`src/rtl/pbld_pkg.sv`:
```
`default_nettype none
package pbld_pkg;

  localparam int NUM_W    = 26;
  localparam int QUO_W    = 22;
  localparam int RES_W    = 20;
  localparam int OFF_W    = 20;
  localparam int DIV_STEPS = QUO_W / 2;

  localparam logic FUNC_HEADER = 1'b0;
  localparam logic KIND_BOX    = 1'b0;
  localparam logic KIND_POINT  = 1'b1;

  typedef enum logic [2:0] {
    REG_THRESHOLD,
    REG_PADDING,
    REG_SCALE,
    REG_ORIG_W,
    REG_ORIG_H,
    REG_RESIZED_W,
    REG_RESIZED_H,
    REG_KP_COUNT
  } reg_idx_t;

  typedef enum logic [1:0] {
    BK_IDLE,
    BK_LOAD,
    BK_DIV,
    BK_DONE
  } back_state_t;

  typedef struct packed {
    logic               func;
    logic signed [15:0] coord_x;
    logic signed [15:0] coord_y;
    logic signed [15:0] box_width;
    logic signed [15:0] box_height;
    logic [15:0]        confidence;
  } pbld_in_t;

  typedef struct packed {
    logic                    kind;
    logic signed [RES_W-1:0] x_first;
    logic signed [RES_W-1:0] y_first;
    logic signed [RES_W-1:0] x_second;
    logic signed [RES_W-1:0] y_second;
    logic [15:0]             score;
    logic [4:0]              point_index;
    logic                    last;
  } pbld_out_t;

  typedef struct packed {
    logic                  kind;
    logic [3:0][NUM_W-1:0] num;
    logic [15:0]           score;
    logic [4:0]            point_index;
    logic                  last;
  } job_t;

  typedef struct packed {
    logic [15:0]             threshold;
    logic [4:0]              count;
    logic signed [OFF_W-1:0] off_left;
    logic signed [OFF_W-1:0] off_top;
    logic [15:0]             scale;
    logic [17:0]             width_lim;
    logic [17:0]             height_lim;
  } cfg_t;

endpackage
`default_nettype wire

```
`src/rtl/pbld_front.sv`:
```
`default_nettype none
module pbld_front (
  input  wire                 clk,
  input  wire                 rst_n,
  input  wire                 in_valid,
  output logic                in_stall,
  input  pbld_pkg::pbld_in_t  in_data,
  input  pbld_pkg::cfg_t      cfg,
  input  wire                 q_full,
  output logic                push,
  output pbld_pkg::job_t      job
);
  import pbld_pkg::*;

  logic                    kept_r, kept_nxt;
  logic [4:0]              seen_r, seen_nxt;
  logic                    accept;
  logic signed [NUM_W-1:0] cx2, cy2, bw, bh, offx, offy, xb, yb;

  assign in_stall = q_full;
  assign accept   = in_valid & ~q_full;

  assign cx2  = {{9{in_data.coord_x[15]}}, in_data.coord_x, 1'b0};
  assign cy2  = {{9{in_data.coord_y[15]}}, in_data.coord_y, 1'b0};
  assign bw   = {{10{in_data.box_width[15]}}, in_data.box_width};
  assign bh   = {{10{in_data.box_height[15]}}, in_data.box_height};
  assign offx = {cfg.off_left[OFF_W-1], cfg.off_left, 5'b0};
  assign offy = {cfg.off_top[OFF_W-1], cfg.off_top, 5'b0};
  assign xb   = cx2 - offx;
  assign yb   = cy2 - offy;

  always_comb begin
    kept_nxt = kept_r;
    seen_nxt = seen_r;
    push     = 1'b0;
    job      = '0;
    job.score = in_data.confidence;
    if (in_data.func == FUNC_HEADER) begin
      job.kind   = KIND_BOX;
      job.num[0] = xb - bw;
      job.num[1] = yb - bh;
      job.num[2] = xb + bw;
      job.num[3] = yb + bh;
      job.last   = (cfg.count == 5'd0);
      seen_nxt   = '0;
      kept_nxt   = (in_data.confidence > cfg.threshold);
      push       = accept & kept_nxt;
    end else begin
      job.kind        = KIND_POINT;
      job.num[0]      = xb;
      job.num[1]      = yb;
      job.point_index = seen_r;
      job.last        = (seen_r + 5'd1 == cfg.count);
      if (kept_r && seen_r < cfg.count) begin
        push     = accept;
        seen_nxt = seen_r + 5'd1;
      end
    end
  end

  always_ff @(posedge clk) begin
    if (!rst_n) begin
      kept_r <= 1'b0;
      seen_r <= '0;
    end else if (accept) begin
      kept_r <= kept_nxt;
      seen_r <= seen_nxt;
    end
  end

endmodule
`default_nettype wire

```
`src/rtl/pbld_queue.sv`:
```
`default_nettype none
module pbld_queue (
  input  wire             clk,
  input  wire             rst_n,
  input  wire             push,
  input  pbld_pkg::job_t  push_job,
  output logic            full,
  input  wire             pop,
  output pbld_pkg::job_t  pop_job,
  output logic            nonempty
);
  import pbld_pkg::*;

  job_t       slot_r [2];
  logic       wr_ptr_r, rd_ptr_r;
  logic [1:0] fill_r;

  assign full     = (fill_r == 2'd2);
  assign nonempty = (fill_r != 2'd0);
  assign pop_job  = slot_r[rd_ptr_r];

  always_ff @(posedge clk) begin
    if (push) slot_r[wr_ptr_r] <= push_job;
  end

  always_ff @(posedge clk) begin
    if (!rst_n) begin
      wr_ptr_r <= 1'b0;
      rd_ptr_r <= 1'b0;
      fill_r   <= '0;
    end else begin
      if (push) wr_ptr_r <= ~wr_ptr_r;
      if (pop)  rd_ptr_r <= ~rd_ptr_r;
      fill_r <= fill_r + {1'b0, push} - {1'b0, pop};
    end
  end

endmodule
`default_nettype wire

```
`src/rtl/pbld_back.sv`:
```
`default_nettype none
module pbld_back (
  input  wire                clk,
  input  wire                rst_n,
  input  pbld_pkg::cfg_t     cfg,
  input  wire                q_nonempty,
  input  pbld_pkg::job_t     q_job,
  output logic               pop,
  output logic               out_valid,
  input  wire                out_stall,
  output pbld_pkg::pbld_out_t out_data
);
  import pbld_pkg::*;

  back_state_t             state_r, state_nxt;
  job_t                    job_r;
  logic [1:0]              k_r;
  logic [15:0]             rem_r;
  logic [QUO_W-1:0]        lo_r, q_r, q_nxt, q_fin;
  logic                    neg_r, ovf_r;
  logic [3:0]              step_r;
  logic [3:0][RES_W-1:0]   res_r;
  logic                    out_valid_r;
  pbld_out_t               out_r;
  logic                    load_out, last_step, last_div;

  logic [NUM_W-1:0]        num, mag;
  logic [16:0]             r1, r2;
  logic [15:0]             r1s, r2s;
  logic                    ge1, ge2;
  logic signed [23:0]      v, lim;
  logic [RES_W-1:0]        res_val;

  assign out_valid = out_valid_r;
  assign out_data  = out_r;

  assign num       = job_r.num[k_r];
  assign mag       = num[NUM_W-1] ? (~num + 1'b1) : num;
  assign last_step = (step_r == 4'(DIV_STEPS - 1));
  assign last_div  = (job_r.kind == KIND_BOX) ? (k_r == 2'd3) : (k_r == 2'd1);

  // two restoring steps a cycle
  always_comb begin
    r1    = {rem_r, lo_r[QUO_W-1]};
    ge1   = (r1 >= {1'b0, cfg.scale});
    r1s   = ge1 ? 16'(r1 - {1'b0, cfg.scale}) : r1[15:0];
    r2    = {r1s, lo_r[QUO_W-2]};
    ge2   = (r2 >= {1'b0, cfg.scale});
    r2s   = ge2 ? 16'(r2 - {1'b0, cfg.scale}) : r2[15:0];
    q_nxt = {q_r[QUO_W-3:0], ge1, ge2};
  end

  always_comb begin
    q_fin = ovf_r ? '1 : q_nxt;
    v     = neg_r ? -$signed({2'b0, q_fin}) : $signed({2'b0, q_fin});
    lim   = $signed({6'b0, k_r[0] ? cfg.height_lim : cfg.width_lim});
    if (job_r.kind == KIND_BOX) begin
      if (!k_r[1] && v < 0) v = '0;
      if (k_r[1] && v > lim) v = lim;
    end
    if (v > 24'sd524287) res_val = {1'b0, {(RES_W-1){1'b1}}};
    else if (v < -24'sd524288) res_val = {1'b1, {(RES_W-1){1'b0}}};
    else res_val = v[RES_W-1:0];
  end

  always_comb begin
    state_nxt = state_r;
    case (state_r)
      BK_IDLE: if (q_nonempty) state_nxt = BK_LOAD;
      BK_LOAD: state_nxt = BK_DIV;
      BK_DIV: begin
        if (last_step) state_nxt = last_div ? BK_DONE : BK_LOAD;
      end
      BK_DONE: if (!out_valid_r || !out_stall) state_nxt = BK_IDLE;
      default: state_nxt = BK_IDLE;
    endcase
  end

  always_comb begin
    pop      = 1'b0;
    load_out = 1'b0;
    case (state_r)
      BK_IDLE: pop      = q_nonempty;
      BK_DONE: load_out = !out_valid_r || !out_stall;
      default: begin
        pop      = 1'b0;
        load_out = 1'b0;
      end
    endcase
  end

  always_ff @(posedge clk) begin
    if (!rst_n) begin
      state_r     <= BK_IDLE;
      out_valid_r <= 1'b0;
      k_r         <= '0;
      step_r      <= '0;
    end else begin
      state_r <= state_nxt;
      if (load_out) out_valid_r <= 1'b1;
      else if (!out_stall) out_valid_r <= 1'b0;
      if (pop) k_r <= '0;
      else if (state_r == BK_DIV && last_step) k_r <= k_r + 2'd1;
      if (state_r == BK_LOAD) step_r <= '0;
      else if (state_r == BK_DIV) step_r <= step_r + 4'd1;
    end
  end

  always_ff @(posedge clk) begin
    if (pop) job_r <= q_job;
    if (state_r == BK_LOAD) begin
      neg_r <= num[NUM_W-1];
      ovf_r <= ({1'b0, mag[NUM_W-1:11]} >= cfg.scale);
      rem_r <= {1'b0, mag[NUM_W-1:11]};
      lo_r  <= {mag[10:0], 11'b0};
      q_r   <= '0;
    end else if (state_r == BK_DIV) begin
      rem_r <= r2s;
      lo_r  <= {lo_r[QUO_W-3:0], 2'b0};
      q_r   <= q_nxt;
      if (last_step) res_r[k_r] <= res_val;
    end
    if (load_out) begin
      out_r.kind        <= job_r.kind;
      out_r.x_first     <= res_r[0];
      out_r.y_first     <= res_r[1];
      out_r.x_second    <= (job_r.kind == KIND_BOX) ? res_r[2] : '0;
      out_r.y_second    <= (job_r.kind == KIND_BOX) ? res_r[3] : '0;
      out_r.score       <= job_r.score;
      out_r.point_index <= job_r.point_index;
      out_r.last        <= job_r.last;
    end
  end

endmodule
`default_nettype wire

```
`src/rtl/pose_box_letterbox_decode_unit.sv`:
```
`default_nettype none
// channel   direction  handshake             payload
// in_       input      in_valid / in_stall   pbld_in_t
// out_      output     out_valid / out_stall pbld_out_t
// apb       input      psel penable pwrite   register file, 32 bit data
//
// a box needs four divisions by the scale and a keypoint two: every division runs
// through one shared two-bit-per-cycle divider
// dropped headers and surplus keypoints are absorbed in the front
// synchronous active-low reset clears control state and loads register defaults
// a two-entry queue lets the front keep taking items while the back or out_ stalls
module pose_box_letterbox_decode_unit #(
  parameter int MODEL_SIZE = 640,
  parameter int LEFT_ALIGN = 16,
  parameter int MAX_POINTS = 17
) (
  input  wire                  clk,
  input  wire                  rst_n,
  input  wire                  in_valid,
  output logic                 in_stall,
  input  pbld_pkg::pbld_in_t   in_data,
  output logic                 out_valid,
  input  wire                  out_stall,
  output pbld_pkg::pbld_out_t  out_data,
  input  wire                  psel,
  input  wire                  penable,
  input  wire                  pwrite,
  input  wire [4:0]            paddr,
  input  wire [31:0]           pwdata,
  output logic [31:0]          prdata,
  output logic                 pready
);
  import pbld_pkg::*;

  logic [15:0] thr_r, scale_r;
  logic        pad_r;
  logic [13:0] ow_r, oh_r;
  logic [9:0]  rw_r, rh_r;
  logic [4:0]  cnt_r;
  reg_idx_t    widx;
  logic        wr_en;

  logic [15:0]       s_eff;
  logic [30:0]       pw, ph;
  logic [18:0]       rw_sel, rh_sel;
  logic signed [20:0] dw, dh, hw, hh;
  logic signed [OFF_W-1:0] l_raw, t_raw, l_fin, t_fin;
  cfg_t        cfg;

  logic        push, q_full, pop, q_nonempty;
  job_t        push_job, pop_job;

  assign pready = 1'b1;
  assign widx   = reg_idx_t'(paddr[4:2]);
  assign wr_en  = psel & penable & pwrite & pready;

  always_ff @(posedge clk) begin
    if (!rst_n) begin
      thr_r   <= '0;
      pad_r   <= 1'b0;
      scale_r <= 16'd4096;
      ow_r    <= 14'd640;
      oh_r    <= 14'd640;
      rw_r    <= 10'd640;
      rh_r    <= 10'd640;
      cnt_r   <= 5'd17;
    end else if (wr_en) begin
      case (widx)
        REG_THRESHOLD: thr_r   <= pwdata[15:0];
        REG_PADDING:   pad_r   <= pwdata[0];
        REG_SCALE:     scale_r <= pwdata[15:0];
        REG_ORIG_W:    ow_r    <= pwdata[13:0];
        REG_ORIG_H:    oh_r    <= pwdata[13:0];
        REG_RESIZED_W: rw_r    <= pwdata[9:0];
        REG_RESIZED_H: rh_r    <= pwdata[9:0];
        REG_KP_COUNT:  cnt_r   <= pwdata[4:0];
        default: ;
      endcase
    end
  end

  always_comb begin
    case (widx)
      REG_THRESHOLD: prdata = {16'b0, thr_r};
      REG_PADDING:   prdata = {31'b0, pad_r};
      REG_SCALE:     prdata = {16'b0, scale_r};
      REG_ORIG_W:    prdata = {18'b0, ow_r};
      REG_ORIG_H:    prdata = {18'b0, oh_r};
      REG_RESIZED_W: prdata = {22'b0, rw_r};
      REG_RESIZED_H: prdata = {22'b0, rh_r};
      REG_KP_COUNT:  prdata = {27'b0, cnt_r};
      default:       prdata = '0;
    endcase
  end

  // letterbox offsets
  always_comb begin
    s_eff = (scale_r == 16'd0) ? 16'd4096 : scale_r;
    pw    = {17'b0, ow_r} * {15'b0, s_eff} + 31'd2048;
    ph    = {17'b0, oh_r} * {15'b0, s_eff} + 31'd2048;
    if ({3'b0, rw_r} == 13'(MODEL_SIZE) && {3'b0, rh_r} == 13'(MODEL_SIZE)) begin
      rw_sel = pw[30:12];
      rh_sel = ph[30:12];
    end else begin
      rw_sel = {9'b0, rw_r};
      rh_sel = {9'b0, rh_r};
    end
    dw    = $signed(21'(MODEL_SIZE)) - $signed({2'b0, rw_sel});
    dh    = $signed(21'(MODEL_SIZE)) - $signed({2'b0, rh_sel});
    hw    = (dw + $signed({20'b0, dw[20]})) >>> 1;
    hh    = (dh + $signed({20'b0, dh[20]})) >>> 1;
    l_raw = hw[OFF_W-1:0];
    t_raw = hh[OFF_W-1:0];
    if (pad_r) begin
      l_fin = l_raw;
      t_fin = t_raw;
    end else begin
      t_fin = t_raw[0] ? t_raw - $signed(OFF_W'(1)) : t_raw;
      if (l_raw < LEFT_ALIGN) l_fin = '0;
      else l_fin = OFF_W'((l_raw / LEFT_ALIGN) * LEFT_ALIGN);
    end
  end

  always_comb begin
    cfg.threshold  = thr_r;
    cfg.count      = (cnt_r > 5'(MAX_POINTS)) ? 5'(MAX_POINTS) : cnt_r;
    cfg.off_left   = l_fin;
    cfg.off_top    = t_fin;
    cfg.scale      = s_eff;
    cfg.width_lim  = {ow_r, 4'b0};
    cfg.height_lim = {oh_r, 4'b0};
  end

  pbld_front u_front (
    .clk      (clk),
    .rst_n    (rst_n),
    .in_valid (in_valid),
    .in_stall (in_stall),
    .in_data  (in_data),
    .cfg      (cfg),
    .q_full   (q_full),
    .push     (push),
    .job      (push_job)
  );

  pbld_queue u_queue (
    .clk      (clk),
    .rst_n    (rst_n),
    .push     (push),
    .push_job (push_job),
    .full     (q_full),
    .pop      (pop),
    .pop_job  (pop_job),
    .nonempty (q_nonempty)
  );

  pbld_back u_back (
    .clk        (clk),
    .rst_n      (rst_n),
    .cfg        (cfg),
    .q_nonempty (q_nonempty),
    .q_job      (pop_job),
    .pop        (pop),
    .out_valid  (out_valid),
    .out_stall  (out_stall),
    .out_data   (out_data)
  );

  a_no_overflow: assert property (@(posedge clk) disable iff (!rst_n)
    !(push && q_full)) else $error("queue written while full");

  a_no_underflow: assert property (@(posedge clk) disable iff (!rst_n)
    pop |-> q_nonempty) else $error("queue read while empty");

  a_point_shape: assert property (@(posedge clk) disable iff (!rst_n)
    (out_valid && out_data.kind == KIND_POINT) |->
      (out_data.x_second == '0 && out_data.y_second == '0))
    else $error("keypoint result with box corners");

  a_box_shape: assert property (@(posedge clk) disable iff (!rst_n)
    (out_valid && out_data.kind == KIND_BOX) |->
      (out_data.point_index == '0 && !out_data.x_first[RES_W-1]
       && !out_data.y_first[RES_W-1]))
    else $error("box result malformed");

endmodule
`default_nettype wire
```
`config.mk`:
```
export PLATFORM = sky130hd
export DESIGN_NAME = pose_box_letterbox_decode_unit
export DESIGN_NICKNAME = d
export VERILOG_FILES = /design/src/rtl/pbld_pkg.sv /design/src/rtl/pbld_front.sv /design/src/rtl/pbld_queue.sv /design/src/rtl/pbld_back.sv /design/src/rtl/pose_box_letterbox_decode_unit.sv
export SDC_FILE = /design/constraint.sdc
export NUM_CORES = 2
export LEC_CHECK = 0
export BUFFER_PORTS_ARGS = -buffer_cell sky130_fd_sc_hd__buf_2
export CORE_ASPECT_RATIO = 0.6
export CORE_MARGIN = 10
export CORE_UTILIZATION = 50
export CTS_CLUSTER_SIZE = 14
export DETAILED_ROUTE_END_ITERATION = 8
export GPL_TIMING_DRIVEN = 0
export PLACE_DENSITY = 0.77
export SLEW_MARGIN = 20
export SYNTH_ARGS = -nofsm -noshare
export SYNTH_HDL_FRONTEND = slang
export SYNTH_SLANG_ARGS = --single-unit
```
`constraint.sdc`:
```
create_clock -name clk -period 18.4 [get_ports clk]
set_input_delay 1.84 -clock clk [delete_from_list [all_inputs] [get_ports clk]]
set_output_delay 1.84 -clock clk [all_outputs]
set_load 0.02 [all_outputs]
```
# ---- Yosys cells after proc, flatten, opt, wreduce, memory -nomap -nowiden
# Memories as Yosys holds them, arrays and structs flattened. A register that Yosys moved wholly into a read port is not among the register bits.
# Cells that the tools add are included.
dict set report op_classes {
  addsub 23
  mul 2
  n_div 0
  magnitude_cmp 13
  n_eq_ne 22
  n_shift 0
  n_mux 51
  bitwise 12
  reduce_logical 31
}
# op count
set ops {}
lappend ops {{32-bit case mux with 8 select lines} 1}
lappend ops {{20-bit 2-to-1 mux} 7}
lappend ops {{24-bit 2-to-1 mux} 5}
lappend ops {{52-bit 2-to-1 mux} 2}
lappend ops {{80-bit bitwise mux} 1}
lappend ops {{22-bit 2-to-1 mux} 3}
lappend ops {{30-bit by 12-bit adder with 31-bit output, second input constant} 2}
lappend ops {{14-bit by 16-bit multiplier with 30-bit output} 2}
lappend ops {{26-bit by 16-bit adder with 26-bit output} 2}
lappend ops {{26-bit binary-select mux with 2-bit select} 1}
lappend ops {{26-bit 2-to-1 mux} 2}
lappend ops {{17-bit by 25-bit subtractor with 26-bit output} 2}
lappend ops {{26-bit by 16-bit subtractor with 26-bit output} 2}
lappend ops {{16-bit 2-to-1 mux} 3}
lappend ops {{20-bit by 2-bit adder with 21-bit output} 2}
lappend ops {{20-bit demux with 2-bit select} 1}
lappend ops {{10-bit by 19-bit subtractor with 20-bit output, first input constant} 2}
lappend ops {{19-bit 2-to-1 mux} 2}
lappend ops {{17-bit by 16-bit greater-or-equal comparator with 1-bit output} 2}
lappend ops {{16-bit subtractor} 2}
lappend ops {{15-bit 2-to-1 mux} 2}
lappend ops {{26-bit by 1-bit adder with 26-bit output, second input constant} 1}
lappend ops {{26-bit NOT} 1}
lappend ops {{24-bit by 19-bit greater-than comparator with 1-bit output} 1}
lappend ops {{other kinds (46)} 103}
dict set report word_totals {
  ff_bits 337
  latch_bits 0
  ramBits 254
  rom_bits 0
  input_bits 125
  output_inout_bits 138
  elab_cells 190
  mem_count 1
}
# memory depth word_bits rd rd_ports_with_merged_regs write_ports line_no
set memory_table {}
lappend memory_table {u_queue.slot_r 2 127 1 1 1 pbld_queue.sv:14} ;# job_t slot_r [2];

# ---- Longest topological paths before layout
dict set report depth {
  word_depth 20
  mapped_depth 60
  mapped_depth_nobuf 56
}

# ---- Modules after synthesis
# From an unflattened synthesis, not the netlist that was laid out.
dict set report unflattened {
  hier_cells 5775
  area_unflattened_um2 58019.4
}
# module n_inst cells_each area_per_inst_um2
set by_module_without_submodules {}
lappend by_module_without_submodules {pose_box_letterbox_decode_unit 1 2784 22600.4}
lappend by_module_without_submodules {pbld_back 1 1225 16814.9}
lappend by_module_without_submodules {pbld_queue 1 416 9499.1}
lappend by_module_without_submodules {pbld_front 1 1350 9105.0}

# ---- Least setup slack after synthesis
# OpenSTA, ideal clock, no wires.
dict set report synth_path {
  path_kind {reg-to-reg}
  from {register scale_r[0]}
  to {memory u_queue.slot_r[0][99] (netlist name) (data pin)}
  setup_ns 0.270
  arrival_ns 12.583
  required_ns 18.130
  slack_ns 5.547
  stages_incl_launch_ff 60
  path_cell_list {dfxtp_1 clkbuf_1 nor4_1 a41o_1 clkbuf_1 clkbuf_1 nand2_1 fa_1 inv_1 fa_1 fa_1 fa_1 fa_1 inv_1 fa_1 inv_1 ha_1 buf_2 [... 24 more ...] a21oi_1 o21ai_0 a21oi_1 nor2b_1 o21a_1 nor2_1 xnor2_1 ha_1 clkbuf_1 inv_1 and3_1 a2111oi_0 or3_1 o311ai_0 o41a_1 a221oi_1 xnor2_1 nor2_1}
}
# item line_no
set synth_lines {}
lappend synth_lines {{start, declared} pose_box_letterbox_decode_unit.sv:35} ;# logic [15:0] thr_r, scale_r;
lappend synth_lines {{start signal, assigned} pose_box_letterbox_decode_unit.sv:71} ;# REG_SCALE: scale_r <= pwdata[15:0];
lappend synth_lines {{end, declared} pbld_queue.sv:14}

==> results.md <==
* Die W at 451 µm
* Maximum clock frequency at ~59 MHz
* Die area at around 130000 µm²
* Syn_area_per_cell at 9.99 µm²
* HPWL after DPL at 140 mm
* Status: finished clean
* Final hold vios at 0
* Post-synth EDFFs at 586
* Netlist cell types at 113
* DR WL met3 at 24.6 mm
* Synth Warn # at 0
* Initial core utilization at between 50% and 60%
* Drt initial violations at between 5k and 6k
* Number of remaining DRC errors at 0
* Critical Path End Type: register
* Top Metal Used: met5
* Area of the mapped netlist at 55600 µm²
* PwrDens at 115 nW/µm²
* CTS tree: built
* Largest net degree at the start of global routing at 83
* Met2 Wirelength at 70.8 mm
* Worst slew margin at 20.5%
* Initial DRT Pass Iterations at 6
* Final Skew at 0.0309 ns
* Row cnt at 94
* Final WL at 175 mm
* Root buf cell: clkbuf_16
* Routed Antenna Nets at 0
* Clock transition at path regs at 0.07 ns
* Asr flop ratio synth at 0%
* Unrepaired setup endpoints after global routing: false
* Most frequent cells in the layout: 624 x inv_1, 586 x edfxtp_1, 583 x nand2_1
* Worst path slowest cell: clkbuf_1
* Clock buffer count from CTS at 71
* Setup violations, final at 0
* Number of global-route vias before repair at 41.6k
* Fin crit share at 91.7%
* Cell count after synthesis at between 5k and 6k
* Main flop type after synthesis: edfxtp_1
* GRT overflow at 0
* Leakage at about 26 nW
* Post-Route M1 WL at 75.6 mm
* Core Region at 110000 µm²
* WP data required at 18.74 ns
* Most common cell after layout, fill and taps aside: inv_1
* Cts hold-fix bufs at 0
* Setup Buffers After CTS at 0
* CTS max path bufs at 3
* Die height at 278 µm
* Type of the worst setup path: register to register
* Final TNS setup at 0 ns
* Total power at 7.08 mW
* Pins Over Slew Limit at 0
* Sequential fraction of the synthesis area at 36.2%
* CTS-repair resized insts at 0
* RD Place Congestion at 0.999
* #FFs+latches synth at about 710
* Worst vdd ir at 82.7 µV
* Startpoint types: register
* Max Cap Viol at 0
* Worst hold path class: register to register
* Min cycle time layout at approximately 17 ns
* H-tree levels at 3
* Critical Path AT at 17.22 ns
* Fillers at 9497
* Max FO, Critical Path at 10
* First-pass GRT wire length at 260 mm
* WL/cell at 23.5 µm
* Worst-skew pair later-pin latency at 0.65 ns
* Largest stage delay, worst path at 0.76 ns
* Layout cells sized above 1 at 10.7%
* Tot GR Track Use at 27.0%
* Fin util at a little under three fifths
* Worst-Margin Slew at between 1 and 1.5 ns
* Num Clock Sinks at 712
* Area Growth Syn to Fin at 10.5%
* Io pins at between 200 and 300
* Cell mode on critical path: fa_1
* Via count at about 44k
* Count of buffers from port buffering at 223
* Final net count at 6824
* Vias per inst at 5.88
* Initial antenna violation count at 16
[cell families after synthesis]
group	Yosys count	synth area share [%]
AOI/OAI and AO/OA	936	11.1
xor gates and xnor gates	231	3.65
adders and majority gates	791	22.4
buffers and inverters	899	6.21
DFF	712	36.2
muxes	244	5.25
other	2	0.0135
and+or+nand+nor	1756	15.3
[area by class of cell]
type | count | area (µm²) | area share (%)
clock buffers | 93 | 2000 | 3.25
plain buffers | 274 | 1120 | 1.82
repair buffers | 249 | 1450 | 2.36
multi-input cells | 3975 | 32200 | 52.3
well taps | 1488 | 1860 | 3.03
clock inverters | 33 | 414 | 0.674
flip-flops and latches | 712 | 20100 | 32.7
inverters | 625 | 2350 | 3.82
diodes | 9 | 22.5 | 0.0366
[critical path, delay by kind of cell (launching register included)]
family,cells,cell delay (ns)
flops,1,0.39
xor+xnor,3,0.96
compound gates,18,4.66
mux,1,0.63
fa+ha+maj,10,4.29
simple gates,16,3.02
buf+inv,10,2.61
[final timing paths]
path / startpoint / to / slack [ns] / cells after the start
max: scale_r[0] / u_queue.slot_r[1][99] / 1.52 / 58
min: u_back.res_r[37] / u_back.out_data[79] / 0.41 / 0
max reg2reg: scale_r[0] / u_queue.slot_r[1][99] / 1.52 / 58
min reg2reg: u_back.res_r[37] / u_back.out_data[79] / 0.41 / 0
[synth_stat cells, types with 21 or more instances]
master,count,share of area (%)
a211oi_1,28,0.38
a21boi_0,26,0.35
a21o_1,52,0.70
a21oi_1,330,3.0
a31oi_1,30,0.34
and2_1,243,2.7
and3_1,22,0.25
clkbuf_1,228,1.5
dfxtp_1,126,4.5
edfxtp_1,586,32
fa_1,342,12
ha_1,449,10
inv_1,625,4.2
mux2_2,143,2.9
mux2i_1,77,1.4
mux4_2,24,0.97
nand2_1,583,3.9
nand2b_1,48,0.54
nand3_1,66,0.59
nand4_1,35,0.39
nor2_1,415,2.8
nor2b_1,97,1.1
nor3_1,95,0.85
o211ai_1,25,0.34
o21a_1,35,0.47
o21ai_0,160,1.4
o21bai_1,33,0.45
o31ai_1,29,0.39
or2_2,21,0.24
or3_1,43,0.48
xnor2_1,157,2.5
xor2_1,73,1.1
[through the flow]
step | hold WS [ns] | setup WS, ns | std cells | area (µm²)
floorplan | 0.400 | 5.55 | 5586 | 55700
global placement | 0.402 | 0.491 | 7297 | 58700
detailed placement | 0.405 | 1.90 | 7323 | 59000
CTS | 0.415 | 1.85 | 7449 | 61500
global route | 0.418 | 0.538 | 7454 | 61500
finish | 0.414 | 1.52 | 7458 | 61500
[state kept, by name, summed over array words and instances (netlist names), 2 cells and up]
name	count
u_back.job_r	125
ow_r	14
rh_r	10
u_back.state_r	2
u_queue.slot_r	250
u_back.step_r	4
u_back.k_r	2
cnt_r	5
scale_r	16
oh_r	14
rw_r	10
u_back.lo_r	11
u_back.rem_r	16
u_queue.fill_r	2
u_front.seen_r	5
u_back.out_data	103
u_back.res_r	80
thr_r	16
u_back.q_r	20
[routing by layer]
| metal | vias up | track usage (%) |
|---|---|---|
| met2 | 2408 | 37.6 |
| met1 | 21500 | 39.5 |
| li1 | 19700 | - |
| met5 | - | 0 |
| met4 | 2 | 6.52 |
| met3 | 248 | 9.76 |
[where the power goes]
group | total (mW) | internal (mW) | switching [mW] | leakage (nW)
Clock | 1.51 | 0.873 | 0.640 | 1.18
Sequential | 2.31 | 2.22 | 0.0899 | 6.42
Combinational | 3.25 | 1.19 | 2.07 | 18.0
Total | 7.08 | 4.28 | 2.80 | 25.6
No activity file was read; power rests on OpenSTA's default activity.
